==> src/design/look_disk_scheduler_defines.svh <==
// Assertion macros shared by the LOOK/C-LOOK scheduler RTL.
`ifndef LOOK_DISK_SCHEDULER_DEFINES_SVH
`define LOOK_DISK_SCHEDULER_DEFINES_SVH

`ifndef SYNTH

`define LDS_ASSERT_IMP(label, clk, rstn, ante, cons) \
  label: assert property (@(posedge clk) disable iff (!rstn) (ante) |-> (cons)) \
    else $error("lds assertion failed");

`define LDS_ASSERT_NXT(label, clk, rstn, ante, cons) \
  label: assert property (@(posedge clk) disable iff (!rstn) (ante) |=> (cons)) \
    else $error("lds assertion failed");

`else

`define LDS_ASSERT_IMP(label, clk, rstn, ante, cons)
`define LDS_ASSERT_NXT(label, clk, rstn, ante, cons)

`endif

`endif

==> src/design/lds_pkg.sv <==
// Constants and codes of the LOOK/C-LOOK disk scheduler.
package lds_pkg;

  localparam int MAX_REQUESTS = 64;
  localparam int TRACK_W      = 16;
  localparam int TOTAL_W      = 22;
  localparam int IDX_W        = $clog2(MAX_REQUESTS);
  localparam int CNT_W        = $clog2(MAX_REQUESTS + 1);
  localparam int REG_IDX_W    = 2;

  localparam logic FUNC_LOAD = 1'b0;
  localparam logic FUNC_RUN  = 1'b1;

  typedef enum logic [REG_IDX_W-1:0] {
    REG_HEAD_START      = 2'd0,
    REG_START_DIRECTION = 2'd1,
    REG_SWEEP_MODE      = 2'd2
  } reg_idx_e;

endpackage

==> src/design/look_disk_scheduler.sv <==
// LOOK / C-LOOK disk head scheduler: request store, ordering scans and result register.
//
// Usage:
//   Request channel (in_valid_i / in_stall_o, func_i, track_i): func_i = 0 loads
//   track_i into the request store; loads beyond the store capacity
//   are dropped and flagged. func_i = 1 starts a run.
//   Result channel (out_valid_o / out_stall_i): a run returns one result per
//   served request in service order, last_o high on the final one; a run with
//   nothing to serve returns a single result with empty_run_o high.
//   Configuration: cfg_we_i writes cfg_data_i to register cfg_idx_i
//   (head start, start direction, sweep mode). The user must write only while
//   the block is idle; the block itself does not enforce this.
// Operation:
//   A run first counts the stored requests, then finds each next request
//   with a full scan of the store through its single read port, plus one
//   extra scan when the sweep turns. The request side stalls for the whole
//   run.
// Reset clears request count, overflow flag, head start and sweep mode; dir set to 1.
// A stalled result holds in the output register; the next scan still runs, then waits.
`include "look_disk_scheduler_defines.svh"

module look_disk_scheduler
  import lds_pkg::*;
(
  input  logic                 clk_i,
  input  logic                 rst_ni,
  input  logic                 cfg_we_i,
  input  logic [REG_IDX_W-1:0] cfg_idx_i,
  input  logic [TRACK_W-1:0]   cfg_data_i,
  input  logic                 in_valid_i,
  output logic                 in_stall_o,
  input  logic                 func_i,
  input  logic [TRACK_W-1:0]   track_i,
  output logic                 out_valid_o,
  input  logic                 out_stall_i,
  output logic [TRACK_W-1:0]   served_track_o,
  output logic [TRACK_W-1:0]   move_distance_o,
  output logic [TOTAL_W-1:0]   total_movement_o,
  output logic [CNT_W-1:0]     served_count_o,
  output logic                 empty_run_o,
  output logic                 overflow_seen_o,
  output logic                 last_o
);

  typedef enum logic [1:0] {
    ST_IDLE,
    ST_COUNT,
    ST_SCAN,
    ST_EMIT
  } state_e;

  state_e state_q;

  logic [TRACK_W-1:0] head_start_q;
  logic               dir_q;
  logic               mode_q;

  logic [TRACK_W-1:0] mem [MAX_REQUESTS];
  logic [TRACK_W-1:0] rdata_q;

  logic [CNT_W-1:0]        req_cnt_q;
  logic                    ovf_q;
  logic [MAX_REQUESTS-1:0] served_q;
  logic [CNT_W-1:0]        ptr_q;
  logic                    rd_vld_q;
  logic [IDX_W-1:0]        rd_idx_q;
  logic [CNT_W-1:0]        n_q;
  logic                    phase_q;
  logic                    found_q;
  logic [TRACK_W-1:0]      best_q;
  logic [IDX_W-1:0]        best_idx_q;
  logic [TRACK_W-1:0]      pos_q;
  logic [TOTAL_W-1:0]      run_total_q;
  logic [CNT_W-1:0]        run_cnt_q;
  logic                    empty_q;

  logic                    in_fire;
  logic                    issue;
  logic                    scan_done;
  logic                    side_high;
  logic                    pick_min;
  logic                    on_side;
  logic                    better;
  logic                    take;
  logic                    emit_fire;
  logic                    emit_last;
  logic [TRACK_W-1:0]      travel;
  logic [TOTAL_W-1:0]      total_sum;
  logic [CNT_W-1:0]        cnt_inc;

  assign in_stall_o = (state_q != ST_IDLE);
  assign in_fire    = in_valid_i && !in_stall_o;

  assign issue     = ((state_q == ST_COUNT) || (state_q == ST_SCAN)) && (ptr_q < req_cnt_q);
  assign scan_done = (ptr_q == req_cnt_q) && !rd_vld_q;

  assign side_high = phase_q ? !dir_q : dir_q;
  assign pick_min  = phase_q ? (mode_q ? dir_q : !dir_q) : dir_q;
  assign on_side   = side_high ? (rdata_q > head_start_q) : (rdata_q < head_start_q);
  assign better    = !found_q || (pick_min ? (rdata_q < best_q) : (rdata_q > best_q));
  assign take      = rd_vld_q && !served_q[rd_idx_q] && on_side && better;

  assign emit_fire = (state_q == ST_EMIT) && (!out_valid_o || !out_stall_i);
  assign travel    = (best_q > pos_q) ? (best_q - pos_q) : (pos_q - best_q);
  assign total_sum = run_total_q + TOTAL_W'(travel);
  assign cnt_inc   = run_cnt_q + CNT_W'(1);
  assign emit_last = empty_q || (cnt_inc == n_q);

  always_ff @(posedge clk_i) begin
    if (in_fire && (func_i == FUNC_LOAD) && (req_cnt_q < CNT_W'(MAX_REQUESTS))) begin
      mem[req_cnt_q[IDX_W-1:0]] <= track_i;
    end
    rdata_q <= mem[ptr_q[IDX_W-1:0]];
  end

  always_ff @(posedge clk_i or negedge rst_ni) begin
    if (!rst_ni) begin
      head_start_q <= '0;
      dir_q        <= 1'b1;
      mode_q       <= 1'b0;
    end else if (cfg_we_i) begin
      unique case (cfg_idx_i)
        REG_HEAD_START:      head_start_q <= cfg_data_i;
        REG_START_DIRECTION: dir_q        <= cfg_data_i[0];
        REG_SWEEP_MODE:      mode_q       <= cfg_data_i[0];
        default:             ;
      endcase
    end
  end

  always_ff @(posedge clk_i or negedge rst_ni) begin
    if (!rst_ni) begin
      state_q          <= ST_IDLE;
      req_cnt_q        <= '0;
      ovf_q            <= 1'b0;
      served_q         <= '0;
      ptr_q            <= '0;
      rd_vld_q         <= 1'b0;
      rd_idx_q         <= '0;
      n_q              <= '0;
      phase_q          <= 1'b0;
      found_q          <= 1'b0;
      best_q           <= '0;
      best_idx_q       <= '0;
      pos_q            <= '0;
      run_total_q      <= '0;
      run_cnt_q        <= '0;
      empty_q          <= 1'b0;
      out_valid_o      <= 1'b0;
      served_track_o   <= '0;
      move_distance_o  <= '0;
      total_movement_o <= '0;
      served_count_o   <= '0;
      empty_run_o      <= 1'b0;
      overflow_seen_o  <= 1'b0;
      last_o           <= 1'b0;
    end else begin
      rd_vld_q <= issue;
      rd_idx_q <= ptr_q[IDX_W-1:0];
      if (issue) begin
        ptr_q <= ptr_q + CNT_W'(1);
      end
      if (!out_stall_i && !emit_fire) begin
        out_valid_o <= 1'b0;
      end

      unique case (state_q)
        ST_IDLE: begin
          if (in_fire) begin
            if (func_i == FUNC_LOAD) begin
              if (req_cnt_q < CNT_W'(MAX_REQUESTS)) begin
                req_cnt_q <= req_cnt_q + CNT_W'(1);
              end else begin
                ovf_q <= 1'b1;
              end
            end else begin
              state_q     <= ST_COUNT;
              ptr_q       <= '0;
              n_q         <= '0;
              phase_q     <= 1'b0;
              found_q     <= 1'b0;
              served_q    <= '0;
              pos_q       <= head_start_q;
              run_total_q <= '0;
              run_cnt_q   <= '0;
              empty_q     <= 1'b0;
            end
          end
        end

        ST_COUNT: begin
          if (rd_vld_q && (rdata_q != head_start_q)) begin
            n_q <= n_q + CNT_W'(1);
          end
          if (scan_done) begin
            ptr_q <= '0;
            if (n_q == '0) begin
              empty_q <= 1'b1;
              state_q <= ST_EMIT;
            end else begin
              state_q <= ST_SCAN;
            end
          end
        end

        ST_SCAN: begin
          if (take) begin
            found_q    <= 1'b1;
            best_q     <= rdata_q;
            best_idx_q <= rd_idx_q;
          end
          if (scan_done) begin
            ptr_q <= '0;
            if (found_q) begin
              state_q <= ST_EMIT;
            end else begin
              phase_q <= 1'b1;
            end
          end
        end

        ST_EMIT: begin
          if (emit_fire) begin
            out_valid_o     <= 1'b1;
            overflow_seen_o <= ovf_q;
            last_o          <= emit_last;
            empty_run_o     <= empty_q;
            if (empty_q) begin
              served_track_o   <= '0;
              move_distance_o  <= '0;
              total_movement_o <= '0;
              served_count_o   <= '0;
            end else begin
              served_track_o       <= best_q;
              move_distance_o      <= travel;
              total_movement_o     <= total_sum;
              served_count_o       <= cnt_inc;
              run_total_q          <= total_sum;
              run_cnt_q            <= cnt_inc;
              pos_q                <= best_q;
              served_q[best_idx_q] <= 1'b1;
            end
            found_q <= 1'b0;
            ptr_q   <= '0;
            if (emit_last) begin
              req_cnt_q <= '0;
              ovf_q     <= 1'b0;
              state_q   <= ST_IDLE;
            end else begin
              state_q <= ST_SCAN;
            end
          end
        end

        default: state_q <= ST_IDLE;
      endcase
    end
  end

  `LDS_ASSERT_IMP(a_cnt_bound, clk_i, rst_ni, 1'b1, req_cnt_q <= CNT_W'(MAX_REQUESTS))
  `LDS_ASSERT_IMP(a_emit_has_pick, clk_i, rst_ni, (state_q == ST_EMIT) && !empty_q, found_q)
  `LDS_ASSERT_NXT(a_last_clears, clk_i, rst_ni, emit_fire && emit_last,
                  (req_cnt_q == '0) && !ovf_q && (state_q == ST_IDLE))
  `LDS_ASSERT_IMP(a_load_idle, clk_i, rst_ni, in_fire, state_q == ST_IDLE)

endmodule
==> config.mk <==
export PLATFORM = sky130hd
export DESIGN_NAME = look_disk_scheduler
export DESIGN_NICKNAME = d
export VERILOG_FILES = /design/src/design/lds_pkg.sv /design/src/design/look_disk_scheduler.sv
export VERILOG_INCLUDE_DIRS = /design/src /design/src/design
export SDC_FILE = /design/constraint.sdc
export NUM_CORES = 1
export LEC_CHECK = 0
export ABC_AREA = 1
export BUFFER_PORTS_ARGS = -buffer_cell sky130_fd_sc_hd__buf_2
export CORE_AREA = 8 8 359 361
export DETAILED_ROUTE_END_ITERATION = 12
export DIE_AREA = 0 0 367 369
export SETUP_SLACK_MARGIN = 0.1
export SYNTH_ARGS = -nofsm -noshare
export SYNTH_HDL_FRONTEND = slang
export SYNTH_SLANG_ARGS = --single-unit
export TNS_END_PERCENT = 5
==> constraint.sdc <==
create_clock -name clk_i -period 4.2 [get_ports clk_i]
set_input_delay 0.21 -clock clk_i [delete_from_list [all_inputs] [get_ports clk_i]]
set_output_delay 0.21 -clock clk_i [all_outputs]
set_load 0.005 [all_outputs]
==> impl_metrics.prom <==
# TYPE chip_impl_metric gauge
chip_impl_info{name="status",value="finished, final reports clean"} 1
chip_impl_metric{name="synth_compound_gate_area_share",unit="%"} 12.05
chip_impl_metric{name="syn_avg_cell_area",unit="sq um"} 11.42
chip_impl_metric{name="finalNetCount",unit=""} 5115
chip_impl_metric{name="wl_per_cell",unit="um"} 23.29
chip_impl_metric{name="fillers",unit=""} 10840
chip_impl_metric{name="drt-vias-per-instance",unit=""} 5.715
chip_impl_info{name="clk_root_buffer_cell",value="clkbuf_16"} 1
chip_impl_metric{name="synth-async-reset-ratio",unit="%"} 19.25
chip_impl_metric{name="setup-tns-final",unit="ps"} 0
chip_impl_metric{name="drt_pre_antenna_iters",unit=""} 5
chip_impl_metric{name="slew-limit-headroom",unit="%"} 27.04
chip_impl_metric{name="combPwrFrac",unit="%"} 32.9
chip_impl_metric{name="wl",unit="mm"} 156.6
chip_impl_metric{name="clock_path_buffers",unit=""} 3
chip_impl_info{name="critical_path_class",value="flop to flop"} 1
chip_impl_metric{name="worst_slew_pin_slew",unit="ps"} 1094
chip_impl_metric{name="floorplan.die.width",unit="um"} 367
chip_impl_metric{name="ioPinCount",unit=""} 106
chip_impl_metric{name="drt_drc",unit=""} 0
chip_impl_metric{name="synthCells",unit=""} 4800
chip_impl_metric{name="rows",unit=""} 129
chip_impl_metric{name="grt_first_pass_wirelength",unit="mm"} 234.9
chip_impl_info{name="setup.worst_path.start_class",value="flop"} 1
chip_impl_metric{name="time_the_final_worst_path_needs_with_i_o_delays_and_setup",unit="ps"} 3908
chip_impl_metric{name="power.switching",unit="mW"} 15.02
chip_impl_metric{name="critical_path_arrival",unit="ps"} 4550
chip_impl_metric{name="fin_hold_ws",unit="ps"} 66.63
chip_impl_metric{name="drive_above_1_share",unit="%"} 10.45
chip_impl_metric{name="route.antenna.remaining_nets",unit=""} 0
chip_impl_metric{name="start_util",unit="%"} 44.58
chip_impl_metric{name="p_seq_share",unit="%"} 37.5
chip_impl_info{name="post-synth-top-count-cell",value="edfxtp_1"} 1
chip_impl_metric{name="area.growth.synth_to_final",unit="%"} 14.02
chip_impl_metric{name="pwr_density_cell",unit="nW/um^2"} 647.2
chip_impl_metric{name="globalRouteTotalUtil",unit="%"} 22.46
chip_impl_metric{name="dieArea",unit="sq um"} 135400
chip_impl_metric{name="drt_initial_violations",unit=""} 4075
chip_impl_metric{name="globalRoute.totalOverflow",unit=""} 0
chip_impl_metric{name="tritoncts_buffers",unit=""} 138
chip_impl_metric{name="postLayoutCoreUtil",unit="%"} 50.83
chip_impl_metric{name="finalWorstSetupSlack",unit="ps"} 291.5
chip_impl_metric{name="synth_top_area_share",unit="%"} 56.08
chip_impl_metric{name="report.power.total",unit="mW"} 40.46
chip_impl_metric{name="synthesis.yosys.warnings",unit=""} 0
chip_impl_metric{name="final_report_setup_violation_count",unit=""} 0
chip_impl_info{name="synth.top_cells.by_count",value="1024 x edfxtp_1, 744 x nor2_1, 648 x o21ai_0, 601 x nand2_1, 247 x dfrtp_1"} 1
chip_impl_metric{name="gp_congestion",unit=""} 0.9026
chip_impl_metric{name="syn-cell-area",unit="sq um"} 54830
chip_impl_metric{name="critical_path.max_fanout",unit=""} 9
chip_impl_metric{name="clkLatencyLatePin",unit="ps"} 760
chip_impl_info{name="ys_dominant_reg_cell",value="edfxtp_1"} 1
chip_impl_metric{name="max-vdd-ir-drop",unit="V"} 0.0004803
chip_impl_metric{name="chipHeight",unit="um"} 369
chip_impl_metric{name="area_occupied_by_multi_input_gates",unit="sq um"} 15600
chip_impl_metric{name="number_of_global_route_vias_before_repair",unit=""} 36730
chip_impl_metric{name="largest_net_degree_at_the_start_of_global_routing",unit=""} 193
chip_impl_info{name="synth_top_area_cell",value="edfxtp_1"} 1
chip_impl_info{name="tritoncts_clock_tree",value="done"} 1
chip_impl_metric{name="core_region_area",unit="sq um"} 123000
chip_impl_metric{name="routed-via-count",unit=""} 38410
chip_impl_metric{name="p_clk_share",unit="%"} 29.6
chip_impl_metric{name="grt_antenna_before_repair",unit=""} 4
chip_impl_metric{name="p_leak",unit="nW"} 23.11
chip_impl_metric{name="dp_cells",unit=""} 6440
chip_impl_metric{name="max_cap_viol_count",unit=""} 0
chip_impl_metric{name="power_report.internal_total",unit="mW"} 25.44
chip_impl_metric{name="post_synth_and_or_nand_nor_area_fraction",unit="%"} 13.21
chip_impl_metric{name="maxSlewViolCount",unit=""} 0
chip_impl_metric{name="cts.clk_slew.worst_paths",unit="ps"} 60
chip_impl_metric{name="final_cells",unit=""} 6721
chip_impl_metric{name="placement.io_buffers",unit=""} 105
chip_impl_info{name="synth_top_cells_by_area",value="edfxtp_1 56%, dfrtp_1 11%, o21ai_0 5.9%"} 1
chip_impl_metric{name="sequential_fraction_of_the_synthesis_area",unit="%"} 67.98
chip_impl_metric{name="post-dp-hpwl",unit="mm"} 95.15
chip_impl_metric{name="yosys_register_bits",unit=""} 1288
chip_impl_info{name="hp-class",value="primary input to flop"} 1
chip_impl_metric{name="dpl_cell_area",unit="sq um"} 57700
chip_impl_metric{name="final_non_filler_cell_area",unit="sq um"} 62520
chip_impl_metric{name="number_of_enable_flip_flop_cells_after_synthesis",unit=""} 1024
chip_impl_metric{name="finalHoldViolCount",unit=""} 0
chip_impl_metric{name="final-seq-area",unit="sq um"} 37290
chip_impl_info{name="synth_top_family_by_area",value="simple AND/OR/NAND/NOR gates"} 1
chip_impl_metric{name="xor_xnor_share_of_the_synthesized_area",unit="%"} 0.6709
chip_impl_info{name="worst_setup_path_end_kind",value="flop"} 1
chip_impl_metric{name="clock_tree.htree_level_count",unit=""} 4
chip_impl_metric{name="finalCritPeriodShare",unit="%"} 93.06
chip_impl_metric{name="timing.fmax",unit="GHz"} 0.2559
chip_impl_metric{name="tritoncts_num_sinks",unit=""} 1288
chip_impl_metric{name="post_synth_fa_ha_maj_area_fraction",unit="%"} 2.323
chip_impl_metric{name="post_synth_num_cell_types",unit=""} 51
chip_impl_metric{name="net_count_of_the_mapped_netlist",unit=""} 4940
chip_impl_metric{name="worst_setup_slack_before_clock_tree_synthesis",unit="ps"} 217.2
chip_impl_metric{name="worstPathRequired",unit="ps"} 4840
chip_impl_metric{name="power.share.switching",unit="%"} 37.13
chip_impl_metric{name="post_synth_mux_area_share",unit="%"} 0
chip_impl_metric{name="clock-skew-final",unit="ps"} 25.91
chip_impl_info{name="rsz0062_at_grt",value="true"} 1
==> path summary, 6_finish.rpt <==
kind,startpoint,end,slack [ps],depth (start not counted)
worst max-delay path,best_q[9],run_total_q[15],290,23
worst min-delay path,track_i[4],mem[1][4],70,1
worst max register to register,best_q[9],run_total_q[15],290,23
worst min register to register,overflow_seen_o,overflow_seen_o,470,2
max in group asynchronous,rst_ni,served_q[56],2930,3
min in group asynchronous,rst_ni,mode_q,110,2
==> per-layer routing <==
| layer | vias to the layer above | routed length, um | global-route usage, % |
|---|---|---|---|
| met5 | - | 0 | 0 |
| met4 | 0 | 4878 | 7.394 |
| met3 | 259 | 11500 | 3.500 |
| met2 | 1510 | 73310 | 36.07 |
| met1 | 19010 | 66870 | 31.34 |
| li1 | 17640 | - | - |
==> timing repair <==
item	CTS	global route
endpoints found under the hold margin	205	0
hold buffers	30	0
buffers inserted	0	1
endpoints found under the setup margin	0	26
gates resized for setup	0	29
==> final cells by class <==
| type | count | area share [%] |
|---|---|---|
| Antenna cell | 2 | 0.008005 |
| Clock buffer | 183 | 5.960 |
| Clock inverter | 64 | 1.091 |
| Tap cell | 1637 | 3.276 |
| Multi-Input combinational cell | 3027 | 24.95 |
| Sequential cell | 1288 | 59.64 |
| Inverter | 212 | 1.317 |
| Timing Repair Buffer | 308 | 3.754 |
==> sequential cells by signal, indices dropped and copies added (netlist names), 16 cells and up <==
signal / flops
pos_q: 16
move_distance_o: 16
served_track_o: 16
total_movement_o: 22
served_q: 64
mem: 1024
best_q: 16
rdata_q: 16
head_start_q: 16
run_total_q: 22
==> logic make-up (layout without fill, tap and decap cells) <==
kind of cell    Yosys count  count (layout)
xor+xnor                 42              42
compound gates         1166            1166
flops                  1288            1288
other cells               0               2
fa+ha+maj               100             100
buf+inv                 486             767
simple gates           1718            1719
==> critical path: stages (launching register included) <==
cell      delay [ps]
dfrtp_1          370
inv_1            100
ha_1             360
inv_1            130
o21bai_1         210
a21boi_0         160
o211ai_1         350
nand2_2          180
inv_2            130
buf_4            170
nand2_1           60
nand2_1          100
inv_1             60
ha_2             370
nand2_1          120
nor2_2           160
nand2_1           80
nand2_1           90
a31oi_2           60
or2_2            310
nand2_1           60
nand2_1           60
nand3_1           70
nand2_1           50
==> power groups by stage <==
stage | Sequential, mW | Combinational (mW) | Clock [mW]
2_1_floorplan | 15.1 | 8.88 | 0
3_3_place_gp | 15.4 | 12.9 | 0
3_5_place_dp | 15.4 | 12.9 | 0
4_1_cts | 15.2 | 13.0 | 12.2
5_1_grt | 15.2 | 14.8 | 12.7
6_report | 15.2 | 13.3 | 12.0
==> cells in the final DEF, fill, tap and decap left out, types with 38 or more instances in the layout <==
master and n:
nor2_1 741, o21ai_0 642, ha_1 89, o221ai_1 100
buf_2 104, nand4_1 78, a21oi_1 170, clkbuf_16 141
buf_4 156, nand3_1 230, clkbuf_1 38, dfrtp_1 244
inv_1 194, edfxtp_1 1024, nand2_1 600, o22ai_1 160
Note: power is estimated with default switching activity, not from simulation.
